$ cat config.mk
export PLATFORM = sky130hd
export DESIGN_NAME = grammar_first_set_engine_unit_flat
export DESIGN_NICKNAME = d
export VERILOG_FILES = /design/src/rtl/gfse_pkg.sv /design/src/rtl/gfse_ifs.sv /design/src/rtl/grammar_first_set_engine_unit.sv /design/src/flat_wrapper.sv
export SDC_FILE = /design/constraint.sdc
export NUM_CORES = 2
export LEC_CHECK = 0
export BUFFER_PORTS_ARGS = -buffer_cell sky130_fd_sc_hd__buf_2
export CAP_MARGIN = 20
export CORE_MARGIN = 8
export CORE_UTILIZATION = 60
export CTS_CLUSTER_SIZE = 10
export DETAILED_ROUTE_END_ITERATION = 8
export GPL_TIMING_DRIVEN = 0
export PLACE_DENSITY_LB_ADDON = 0.2
export REMOVE_ABC_BUFFERS = 1
export SLEW_MARGIN = 20
export SYNTH_ARGS = -nofsm -noshare
export SYNTH_HDL_FRONTEND = slang
export SYNTH_SLANG_ARGS = --single-unit
$ cat constraint.sdc
create_clock -name clock -period 14.94 [get_ports clock]
set_input_delay 1.494 -clock clock [delete_from_list [all_inputs] [get_ports clock]]
set_output_delay 1.494 -clock clock [all_outputs]
set_load 0.05 [all_outputs]
$ cat src/rtl/gfse_pkg.sv
// shared constants, types, microcode table and symbol encoding for the first-set engine
package gfse_pkg;

   localparam int MAX_RULES  = 16;
   localparam int NT_COUNT   = 26;
   localparam int MAX_OUT    = 16;
   localparam int SYM_W      = 7;
   localparam int SET_W      = 30;
   localparam int HEAD_W     = 6;
   localparam int NT_W       = 5;
   localparam int IDX_W      = (MAX_RULES > 1) ? $clog2(MAX_RULES) : 1;
   localparam int CNT_W      = $clog2(MAX_RULES + 1);
   localparam int EMIT_W     = $clog2(MAX_OUT + 1);
   localparam int CMP_W      = (CNT_W > EMIT_W) ? CNT_W : EMIT_W;
   localparam int PASS_LIMIT = NT_COUNT + 2;
   localparam int PASS_W     = $clog2(PASS_LIMIT + 1);
   localparam int PC_W       = 4;

   localparam logic [SYM_W-1:0] ASCII_UPPER_A = 7'h41;
   localparam logic [SYM_W-1:0] ASCII_UPPER_Z = 7'h5A;
   localparam logic [SYM_W-1:0] ASCII_LOWER_A = 7'h61;
   localparam logic [SYM_W-1:0] ASCII_LOWER_Z = 7'h7A;
   localparam logic [SYM_W-1:0] ASCII_PLUS    = 7'h2B;
   localparam logic [SYM_W-1:0] ASCII_STAR    = 7'h2A;
   localparam logic [SYM_W-1:0] ASCII_LPAREN  = 7'h28;
   localparam logic [SYM_W-1:0] ASCII_RPAREN  = 7'h29;

   localparam logic [HEAD_W-1:0] HEAD_PLUS     = 6'd26;
   localparam logic [HEAD_W-1:0] HEAD_STAR     = 6'd27;
   localparam logic [HEAD_W-1:0] HEAD_LPAREN   = 6'd28;
   localparam logic [HEAD_W-1:0] HEAD_RPAREN   = 6'd29;
   localparam logic [HEAD_W-1:0] HEAD_TERM_END = 6'd30;
   localparam logic [HEAD_W-1:0] HEAD_NT_BASE  = 6'd32;
   localparam logic [HEAD_W-1:0] HEAD_NT_END   = HEAD_NT_BASE + HEAD_W'(NT_COUNT);
   localparam logic [HEAD_W-1:0] HEAD_OTHER    = 6'd63;

   typedef enum logic [3:0] {
      OP_WAIT,
      OP_PASS_START,
      OP_RD_RULE,
      OP_RD_SET,
      OP_UPDATE,
      OP_PASS_END,
      OP_EM_START,
      OP_EM_OUT,
      OP_CLEAR
   } op_type;

   typedef enum logic [2:0] {
      C_NONE,
      C_ALWAYS,
      C_EMPTY,
      C_MORE_RULES,
      C_AGAIN
   } cond_type;

   typedef logic [PC_W-1:0] pc_type;

   localparam pc_type PC_WAIT       = 4'd0;
   localparam pc_type PC_PASS_START = 4'd1;
   localparam pc_type PC_RD_RULE    = 4'd2;
   localparam pc_type PC_RD_SET     = 4'd3;
   localparam pc_type PC_UPDATE     = 4'd4;
   localparam pc_type PC_PASS_END   = 4'd5;
   localparam pc_type PC_EM_START   = 4'd6;
   localparam pc_type PC_EM_RD_RULE = 4'd7;
   localparam pc_type PC_EM_RD_SET  = 4'd8;
   localparam pc_type PC_EM_OUT     = 4'd9;
   localparam pc_type PC_CLEAR      = 4'd10;

   typedef struct packed {
      op_type   op;
      cond_type cond;
      pc_type   target;
   } ucode_type;

   // control store: a taken condition jumps to target, otherwise fall through
   function automatic ucode_type ucode_rom(input pc_type pc);
      ucode_type w;
      unique case (pc)
         PC_WAIT:       w = '{OP_WAIT,       C_EMPTY,      PC_CLEAR};
         PC_PASS_START: w = '{OP_PASS_START, C_NONE,       PC_WAIT};
         PC_RD_RULE:    w = '{OP_RD_RULE,    C_NONE,       PC_WAIT};
         PC_RD_SET:     w = '{OP_RD_SET,     C_NONE,       PC_WAIT};
         PC_UPDATE:     w = '{OP_UPDATE,     C_MORE_RULES, PC_RD_RULE};
         PC_PASS_END:   w = '{OP_PASS_END,   C_AGAIN,      PC_PASS_START};
         PC_EM_START:   w = '{OP_EM_START,   C_NONE,       PC_WAIT};
         PC_EM_RD_RULE: w = '{OP_RD_RULE,    C_NONE,       PC_WAIT};
         PC_EM_RD_SET:  w = '{OP_RD_SET,     C_NONE,       PC_WAIT};
         PC_EM_OUT:     w = '{OP_EM_OUT,     C_MORE_RULES, PC_EM_RD_RULE};
         PC_CLEAR:      w = '{OP_CLEAR,      C_ALWAYS,     PC_WAIT};
         default:       w = '{OP_CLEAR,      C_ALWAYS,     PC_WAIT};
      endcase
      return w;
   endfunction

   function automatic logic is_upper(input logic [SYM_W-1:0] s);
      return (s >= ASCII_UPPER_A) && (s <= ASCII_UPPER_Z);
   endfunction

   function automatic logic [HEAD_W-1:0] encode_head(input logic [SYM_W-1:0] s);
      logic [SYM_W-1:0] d;
      logic [HEAD_W-1:0] code;
      d    = '0;
      code = HEAD_OTHER;
      if ((s >= ASCII_LOWER_A) && (s <= ASCII_LOWER_Z)) begin
         d    = s - ASCII_LOWER_A;
         code = d[HEAD_W-1:0];
      end else if (s == ASCII_PLUS) begin
         code = HEAD_PLUS;
      end else if (s == ASCII_STAR) begin
         code = HEAD_STAR;
      end else if (s == ASCII_LPAREN) begin
         code = HEAD_LPAREN;
      end else if (s == ASCII_RPAREN) begin
         code = HEAD_RPAREN;
      end else if (is_upper(s)) begin
         d    = s - ASCII_UPPER_A;
         code = HEAD_NT_BASE | {1'b0, d[NT_W-1:0]};
      end
      return code;
   endfunction

endpackage

$ cat src/rtl/gfse_ifs.sv
// request and result channel interfaces of the first-set engine
interface gfse_req_if;
   import gfse_pkg::*;
   logic             valid;
   logic             ready;
   logic [SYM_W-1:0] lhs_symbol;
   logic [SYM_W-1:0] head_symbol;
   logic             last_rule;

   modport source (output valid, output lhs_symbol, output head_symbol, output last_rule,
                   input ready);
   modport sink (input valid, input lhs_symbol, input head_symbol, input last_rule,
                 output ready);
endinterface

interface gfse_rsp_if;
   import gfse_pkg::*;
   logic             valid;
   logic             ready;
   logic [SYM_W-1:0] nonterminal;
   logic [SET_W-1:0] first_mask;
   logic             last_of_run;
   logic             rules_dropped;

   modport source (output valid, output nonterminal, output first_mask, output last_of_run,
                   output rules_dropped, input ready);
   modport sink (input valid, input nonterminal, input first_mask, input last_of_run,
                 input rules_dropped, output ready);
endinterface

$ cat src/rtl/grammar_first_set_engine_unit.sv
// FIRST-set engine: rule loader, microcoded closure sequencer and result emitter
//
// Productions arrive one request per cycle while the engine is waiting; each one with an
// uppercase left-hand side and room left is stored in the rule table in the cycle it is
// accepted. The request marked last starts the closure, run by a small control store
// stepping a single set-merge datapath: every pass reads each stored rule, reads its
// sets and updates, and passes repeat until no set changes (at most 28). Emission then
// takes a setup step and, per stored rule, a rule read, a set read and an output step
// that waits for a free result register when it emits, and a final step clears the
// grammar before requests are taken again; a last request with no stored rule goes
// straight to clearing. Results leave through an output register, so the last one
// may still be waiting while the next grammar loads. Rules past the table size are
// dropped and reported on every result of that grammar.
module grammar_first_set_engine_unit (
   input  logic      clock,
   input  logic      reset,
   gfse_req_if.sink  req_if,
   gfse_rsp_if.source rsp_if
);
   import gfse_pkg::*;

   // sequencer
   pc_type    pc_ff, pc_in;
   ucode_type uc;
   logic      hold;
   logic      take;

   // rule storage
   logic [NT_W-1:0]     lhs_mem  [MAX_RULES];
   logic [HEAD_W-1:0]   head_mem [MAX_RULES];
   logic [MAX_RULES-1:0] first_ff;
   logic [SET_W-1:0]    set_mem  [NT_COUNT];

   logic [NT_COUNT-1:0] seen_ff, seen_in;
   logic [NT_COUNT-1:0] set_valid_ff, set_valid_in;
   logic [CNT_W-1:0]    count_ff, count_in;
   logic [CNT_W-1:0]    dcnt_ff, dcnt_in;
   logic                over_ff, over_in;
   logic [IDX_W-1:0]    r_ff, r_in;
   logic [PASS_W-1:0]   pass_ff, pass_in;
   logic                changed_ff, changed_in;
   logic [EMIT_W-1:0]   n_ff, n_in;

   logic [NT_W-1:0]     lhs_rd_ff;
   logic [HEAD_W-1:0]   head_rd_ff;
   logic [SET_W-1:0]    dst_rd_ff;
   logic [SET_W-1:0]    src_rd_ff;

   logic                rsp_valid_ff;
   logic [SYM_W-1:0]    rsp_nt_ff;
   logic [SET_W-1:0]    rsp_mask_ff;
   logic                rsp_last_ff;
   logic                rsp_drop_ff;

   // load path
   logic             req_fire;
   logic             lhs_ok;
   logic [SYM_W-1:0] lhs_diff;
   logic [NT_W-1:0]  lhs_idx;
   logic             room;
   logic             store;

   // merge datapath
   logic             src_is_nt;
   logic             src_is_term;
   logic [NT_W-1:0]  src_idx;
   logic [SET_W-1:0] old_set;
   logic [SET_W-1:0] add_set;
   logic [SET_W-1:0] new_set;
   logic             differ;
   logic             set_we;

   // emission
   logic [CNT_W-1:0] r_next_cnt;
   logic             more_rules;
   logic             again;
   logic             emit;
   logic             out_free;
   logic             rsp_load;
   logic [CMP_W-1:0] emit_total;
   logic [CMP_W-1:0] n_next_cmp;

   assign uc = ucode_rom(pc_ff);

   assign req_if.ready = (uc.op == OP_WAIT);
   assign req_fire     = req_if.valid && req_if.ready;
   assign lhs_ok       = is_upper(req_if.lhs_symbol);
   assign lhs_diff     = req_if.lhs_symbol - ASCII_UPPER_A;
   assign lhs_idx      = lhs_ok ? lhs_diff[NT_W-1:0] : '0;
   assign room         = (count_ff < CNT_W'(MAX_RULES));
   assign store        = req_fire && lhs_ok && room;

   assign src_is_nt   = (head_rd_ff >= HEAD_NT_BASE) && (head_rd_ff < HEAD_NT_END);
   assign src_is_term = (head_rd_ff < HEAD_TERM_END);
   assign src_idx     = src_is_nt ? head_rd_ff[NT_W-1:0] : '0;

   // an entry with no valid bit still holds a stale set from an earlier grammar
   always_comb begin
      old_set = set_valid_ff[lhs_rd_ff] ? dst_rd_ff : '0;
      add_set = '0;
      if (src_is_term) begin
         add_set = SET_W'(1) << head_rd_ff;
      end else if (src_is_nt && set_valid_ff[src_idx]) begin
         add_set = src_rd_ff;
      end
      new_set = old_set | add_set;
      differ  = (new_set != old_set);
   end

   assign set_we = (uc.op == OP_UPDATE) && differ;

   assign r_next_cnt = CNT_W'(r_ff) + CNT_W'(1);
   assign more_rules = (r_next_cnt != count_ff);
   assign again      = changed_ff && (pass_ff < PASS_W'(PASS_LIMIT));

   assign out_free   = !rsp_valid_ff || rsp_if.ready;
   assign emit       = first_ff[r_ff] && (n_ff < EMIT_W'(MAX_OUT));
   assign rsp_load   = (uc.op == OP_EM_OUT) && emit && out_free;
   assign emit_total = (CMP_W'(dcnt_ff) > CMP_W'(MAX_OUT)) ? CMP_W'(MAX_OUT) : CMP_W'(dcnt_ff);
   assign n_next_cmp = CMP_W'(n_ff) + CMP_W'(1);

   // step counter
   always_comb begin
      hold = 1'b0;
      if (uc.op == OP_WAIT) begin
         hold = !(req_fire && req_if.last_rule);
      end else if (uc.op == OP_EM_OUT) begin
         hold = emit && !out_free;
      end
      case (uc.cond)
         C_NONE:       take = 1'b0;
         C_ALWAYS:     take = 1'b1;
         C_EMPTY:      take = (count_in == '0);
         C_MORE_RULES: take = more_rules;
         C_AGAIN:      take = again;
         default:      take = 1'b0;
      endcase
      if (hold) begin
         pc_in = pc_ff;
      end else if (take) begin
         pc_in = uc.target;
      end else begin
         pc_in = pc_ff + pc_type'(1);
      end
   end

   // datapath control
   always_comb begin
      seen_in      = seen_ff;
      set_valid_in = set_valid_ff;
      count_in     = count_ff;
      dcnt_in      = dcnt_ff;
      over_in      = over_ff;
      r_in         = r_ff;
      pass_in      = pass_ff;
      changed_in   = changed_ff;
      n_in         = n_ff;
      unique case (uc.op) inside
         OP_WAIT: begin
            pass_in = '0;
            if (store) begin
               count_in         = count_ff + CNT_W'(1);
               seen_in[lhs_idx] = 1'b1;
               if (!seen_ff[lhs_idx]) begin
                  dcnt_in = dcnt_ff + CNT_W'(1);
               end
            end else if (req_fire && lhs_ok) begin
               over_in = 1'b1;
            end
         end
         OP_PASS_START: begin
            changed_in = 1'b0;
            r_in       = '0;
            pass_in    = pass_ff + PASS_W'(1);
         end
         OP_RD_RULE, OP_RD_SET, OP_PASS_END: begin
         end
         OP_UPDATE: begin
            if (differ) begin
               changed_in              = 1'b1;
               set_valid_in[lhs_rd_ff] = 1'b1;
            end
            if (more_rules) begin
               r_in = r_ff + IDX_W'(1);
            end
         end
         OP_EM_START: begin
            r_in = '0;
            n_in = '0;
         end
         OP_EM_OUT: begin
            if (!hold) begin
               if (emit) begin
                  n_in = n_ff + EMIT_W'(1);
               end
               if (more_rules) begin
                  r_in = r_ff + IDX_W'(1);
               end
            end
         end
         OP_CLEAR: begin
            count_in     = '0;
            dcnt_in      = '0;
            over_in      = 1'b0;
            seen_in      = '0;
            set_valid_in = '0;
         end
         default: begin
         end
      endcase
   end

   always_ff @(posedge clock) begin
      if (reset) begin
         pc_ff        <= PC_WAIT;
         seen_ff      <= '0;
         set_valid_ff <= '0;
         count_ff     <= '0;
         dcnt_ff      <= '0;
         over_ff      <= 1'b0;
         r_ff         <= '0;
         pass_ff      <= '0;
         changed_ff   <= 1'b0;
         n_ff         <= '0;
      end else begin
         pc_ff        <= pc_in;
         seen_ff      <= seen_in;
         set_valid_ff <= set_valid_in;
         count_ff     <= count_in;
         dcnt_ff      <= dcnt_in;
         over_ff      <= over_in;
         r_ff         <= r_in;
         pass_ff      <= pass_in;
         changed_ff   <= changed_in;
         n_ff         <= n_in;
      end
   end

   // rule table, with a flag for the first rule of each nonterminal
   always_ff @(posedge clock) begin
      if (store) begin
         lhs_mem[count_ff[IDX_W-1:0]]  <= lhs_idx;
         head_mem[count_ff[IDX_W-1:0]] <= encode_head(req_if.head_symbol);
         first_ff[count_ff[IDX_W-1:0]] <= !seen_ff[lhs_idx];
      end
      if (uc.op == OP_RD_RULE) begin
         lhs_rd_ff  <= lhs_mem[r_ff];
         head_rd_ff <= head_mem[r_ff];
      end
   end

   // set store: one write port, two registered read ports
   always_ff @(posedge clock) begin
      if (set_we) begin
         set_mem[lhs_rd_ff] <= new_set;
      end
      if (uc.op == OP_RD_SET) begin
         dst_rd_ff <= set_mem[lhs_rd_ff];
         src_rd_ff <= set_mem[src_idx];
      end
   end

   // result register
   always_ff @(posedge clock) begin
      if (reset) begin
         rsp_valid_ff <= 1'b0;
      end else if (rsp_load) begin
         rsp_valid_ff <= 1'b1;
      end else if (rsp_if.ready) begin
         rsp_valid_ff <= 1'b0;
      end
   end

   always_ff @(posedge clock) begin
      if (rsp_load) begin
         rsp_nt_ff   <= ASCII_UPPER_A + SYM_W'(lhs_rd_ff);
         rsp_mask_ff <= old_set;
         rsp_last_ff <= (n_next_cmp == emit_total);
         rsp_drop_ff <= over_ff;
      end
   end

   assign rsp_if.valid         = rsp_valid_ff;
   assign rsp_if.nonterminal   = rsp_nt_ff;
   assign rsp_if.first_mask    = rsp_mask_ff;
   assign rsp_if.last_of_run   = rsp_last_ff;
   assign rsp_if.rules_dropped = rsp_drop_ff;

endmodule

$ cat src/flat_wrapper.sv
// flat-port wrapper written by rule: the top's interface ports become plain ports
module grammar_first_set_engine_unit_flat import gfse_pkg::*;
  (clock, reset, req_if_valid, req_if_lhs_symbol, req_if_head_symbol, req_if_last_rule, req_if_ready, rsp_if_valid, rsp_if_nonterminal, rsp_if_first_mask, rsp_if_last_of_run, rsp_if_rules_dropped, rsp_if_ready);
  gfse_req_if req_if_i ();
  gfse_rsp_if rsp_if_i ();
  input  logic clock;
  input  logic reset;
  input wire logic [$bits(req_if_i.valid)-1:0] req_if_valid;
  input wire logic [$bits(req_if_i.lhs_symbol)-1:0] req_if_lhs_symbol;
  input wire logic [$bits(req_if_i.head_symbol)-1:0] req_if_head_symbol;
  input wire logic [$bits(req_if_i.last_rule)-1:0] req_if_last_rule;
  output wire logic [$bits(req_if_i.ready)-1:0] req_if_ready;
  output wire logic [$bits(rsp_if_i.valid)-1:0] rsp_if_valid;
  output wire logic [$bits(rsp_if_i.nonterminal)-1:0] rsp_if_nonterminal;
  output wire logic [$bits(rsp_if_i.first_mask)-1:0] rsp_if_first_mask;
  output wire logic [$bits(rsp_if_i.last_of_run)-1:0] rsp_if_last_of_run;
  output wire logic [$bits(rsp_if_i.rules_dropped)-1:0] rsp_if_rules_dropped;
  input wire logic [$bits(rsp_if_i.ready)-1:0] rsp_if_ready;
  assign req_if_i.valid = req_if_valid;
  assign req_if_i.lhs_symbol = req_if_lhs_symbol;
  assign req_if_i.head_symbol = req_if_head_symbol;
  assign req_if_i.last_rule = req_if_last_rule;
  assign req_if_ready = req_if_i.ready;
  assign rsp_if_valid = rsp_if_i.valid;
  assign rsp_if_nonterminal = rsp_if_i.nonterminal;
  assign rsp_if_first_mask = rsp_if_i.first_mask;
  assign rsp_if_last_of_run = rsp_if_i.last_of_run;
  assign rsp_if_rules_dropped = rsp_if_i.rules_dropped;
  assign rsp_if_i.ready = rsp_if_ready;
  grammar_first_set_engine_unit u_core (.clock(clock), .reset(reset), .req_if(req_if_i), .rsp_if(rsp_if_i));
endmodule
==> metrics <==
clock-pin transition on the worst setup and hold timing paths=0.05 ns; global-route wire length before repair=~250000 microns; critical path type=reg2reg; clock latency on the worst-skew pair=around 0.76 ns; Worst IR Drop VDD=around 0.00015 V; status=completed; Die Width=~320 microns; fmax=145.9 MHz; crit-path max FO=31; Yosys warning count=0; critical path startpoint category=flip-flop; min Tclk post-route=6.853 ns; register area=34330 sq um; CTS Root Cell=clkbuf_16; commonest cells in the netlist=edfxtp_1 (1081), nand2_1 (409), nor2_1 (316); initial antenna violation count=4; Yosys reg bits=1174; leak pwr=20.87 nW; Synth Area per Inst=13.95 sq um; top cells by area, synth=edfxtp_1 (60%), mux4_2 (11%), dfxtp_1 (3.4%), nand2_1 (2.8%), mux2i_1 (2.7%); Site Rows=110; Tot Pwr=10.71 mW; routability cong.=0.9658; crit end category=flip-flop; DRT iter0 DRCs=6572; DRC=0; total I/O pin count=60; worst endpoint data arrival time=roughly 7.3 ns; share of layout cells above drive strength 1=just over 20%; sequential share of the synthesized area=about 63%; Sinks on Clock Net=1174; maxcap violations=0; Avg Vias per Cell=7.374; final core utilization=69.35%; FILL cells=5783; die area=100000 sq um; area leader, netlist=edfxtp_1; Layout Nets=roughly 4.1k; Routed Antenna Nets=0; worst hold margin=0.4354 ns; HP Class=reg2reg; WL per Instance=32.83 microns; synthesized area=54100 sq um; area grow syn2layout=15.02%; RSZ-0062 raised after global routing=false; Initial Utilization=60.29%; Synth cell types=85; Tcrit/Tclk final=45.87%; vias in the first global route=37.89k; Synth Instances=3877; Die Y=316.3 microns; final hold violation count=0; GRT Overall Usage=approximately 34%; hold_buf cts=0; Final HPWL DP=109500 microns; overall routed net length=172100 microns; Final Max Tran Viols=0; n_diodes=0; Port Buffers=58; total CTS buffers=~140; worst slew pin tran=1.136 ns; final setup skew=about 0.032 ns; core box area=89740 sq um; drt first pass iters=9; H-tree depth=4; largest net degree at the start of global routing=54; PwrDens=172.2 nW/um^2; cell with the most instances after synthesis=edfxtp_1; critical path required time=15.39 ns; CTS tree=done; post-cts resize count=0; Remaining Overflow, GRT=0; Multi-input gate area=18820 sq um; # setup viols final=0; Synth Flop Type=edfxtp_1; Async S/R FF share, synth=0%; EDFF count, synth=1081; top cell type's share of synthesized area=60.00%; via count=38.67k; post-CTS setup buffer count=0; CTS max path bufs=3; Slew headroom=24.25%
## logic make-up (layout without fill, tap and decap cells)
kind of cell,after synthesis,after routing,share of synthesized area [%]
buf+inv,339,530,2.484
compound gates,814,814,9.910
other cells,1,1,0.006931
mux,432,432,14.19
fa+ha+maj,22,22,0.5088
simple gates,1069,1069,9.040
flops,1174,1174,63.44
xor+xnor,26,26,0.4209
## per-stage QoR
step	area [sq um]	setup TNS (ns)	cells	worst slack, ns
after floorplan	52950	-1840.80	3590	-3.742
after global placement	54720	-	4824	-22.37
after detailed placement	58360	0	5053	8.542
after CTS	62180	0	5241	8.409
after global routing	62230	0	5244	8.018
final	62230	0	5244	8.087
## final cells by class
cell class / count / share of cell area (%)
clock inverter: 15 / 0.3338
inverter: 52 / 0.3237
clock buffer: 173 / 5.811
tap: 1176 / 2.365
sequential: 1174 / 55.17
timing repair buffer: 290 / 5.744
multi-input combinational: 2364 / 30.25
## critical path: stages, from the launching register on
cell and delay (ns):
edfxtp_1 1.09, inv_1 0.56, nor2_1 0.44, nand3_4 0.36, buf_12 0.34, o22ai_1 0.23
a211o_1 0.14, o311a_2 0.76, a211o_1 0.79, nand2_1 0.32, nor3_2 0.76, buf_6 0.26
buf_4 0.21, buf_4 0.21
## power breakdown
group          switching [mW]  internal [mW]  leakage, nW
Combinational            2.24           1.34         8.39
Sequential              0.139           4.02         10.6
Clock                    1.28           1.69         1.85
## flip-flops by register name, indices dropped and copies added (netlist names), 5 cells and up
register / cells
u_core.src_rd_ff: 30
u_core.set_mem: 780
u_core.head_mem: 96
u_core.first_ff: 16
u_core.lhs_rd_ff: 5
u_core.lhs_mem: 80
u_core.n_ff: 5
u_core.count_ff: 5
u_core.set_valid_ff: 26
u_core.dst_rd_ff: 30
u_core.rsp_if.nonterminal: 6
u_core.seen_ff: 26
u_core.pass_ff: 5
u_core.head_rd_ff: 6
u_core.dcnt_ff: 5
u_core.rsp_if.first_mask: 30
u_core.uc: 10
## per-layer routing
metal	wire length, microns	track usage (%)
met5	34	0
met4	10820	18.55
met3	25920	9.941
met2	76280	51.00
met1	59090	44.95
## path summary, 6_finish.rpt
| path | startpoint | to | slack [ns] | depth (start not counted) |
|---|---|---|---|---|
| hold / removal | u_core.over_ff | u_core.rsp_if.rules_dropped | 0.44 | 0 |
| hold reg to reg | u_core.over_ff | u_core.rsp_if.rules_dropped | 0.44 | 0 |
| setup reg to reg | u_core.head_rd_ff[5] | u_core.set_mem[23][2] | 8.09 | 13 |
| setup / recovery | u_core.head_rd_ff[5] | u_core.set_mem[23][2] | 8.09 | 13 |
## placed cells by master, fill, tap and decap left out, types with 34 or more instances in the layout
| master | count |
|---|---|
| inv_1 | 50 |
| a21oi_1 | 258 |
| nand2_1 | 405 |
| clkbuf_16 | 139 |
| or3_1 | 52 |
| o21ai_0 | 105 |
| buf_8 | 62 |
| edfxtp_1 | 1081 |
| buf_2 | 80 |
| o22ai_1 | 46 |
| mux4_2 | 266 |
| a22oi_1 | 34 |
| o211ai_1 | 44 |
| nor3_1 | 47 |
| dfxtp_1 | 89 |
| o221ai_1 | 52 |
| nor2_1 | 308 |
| buf_4 | 53 |
| mux2i_1 | 147 |
| a31oi_1 | 54 |
| nand3_1 | 71 |
(Power assumes the default switching activity.)
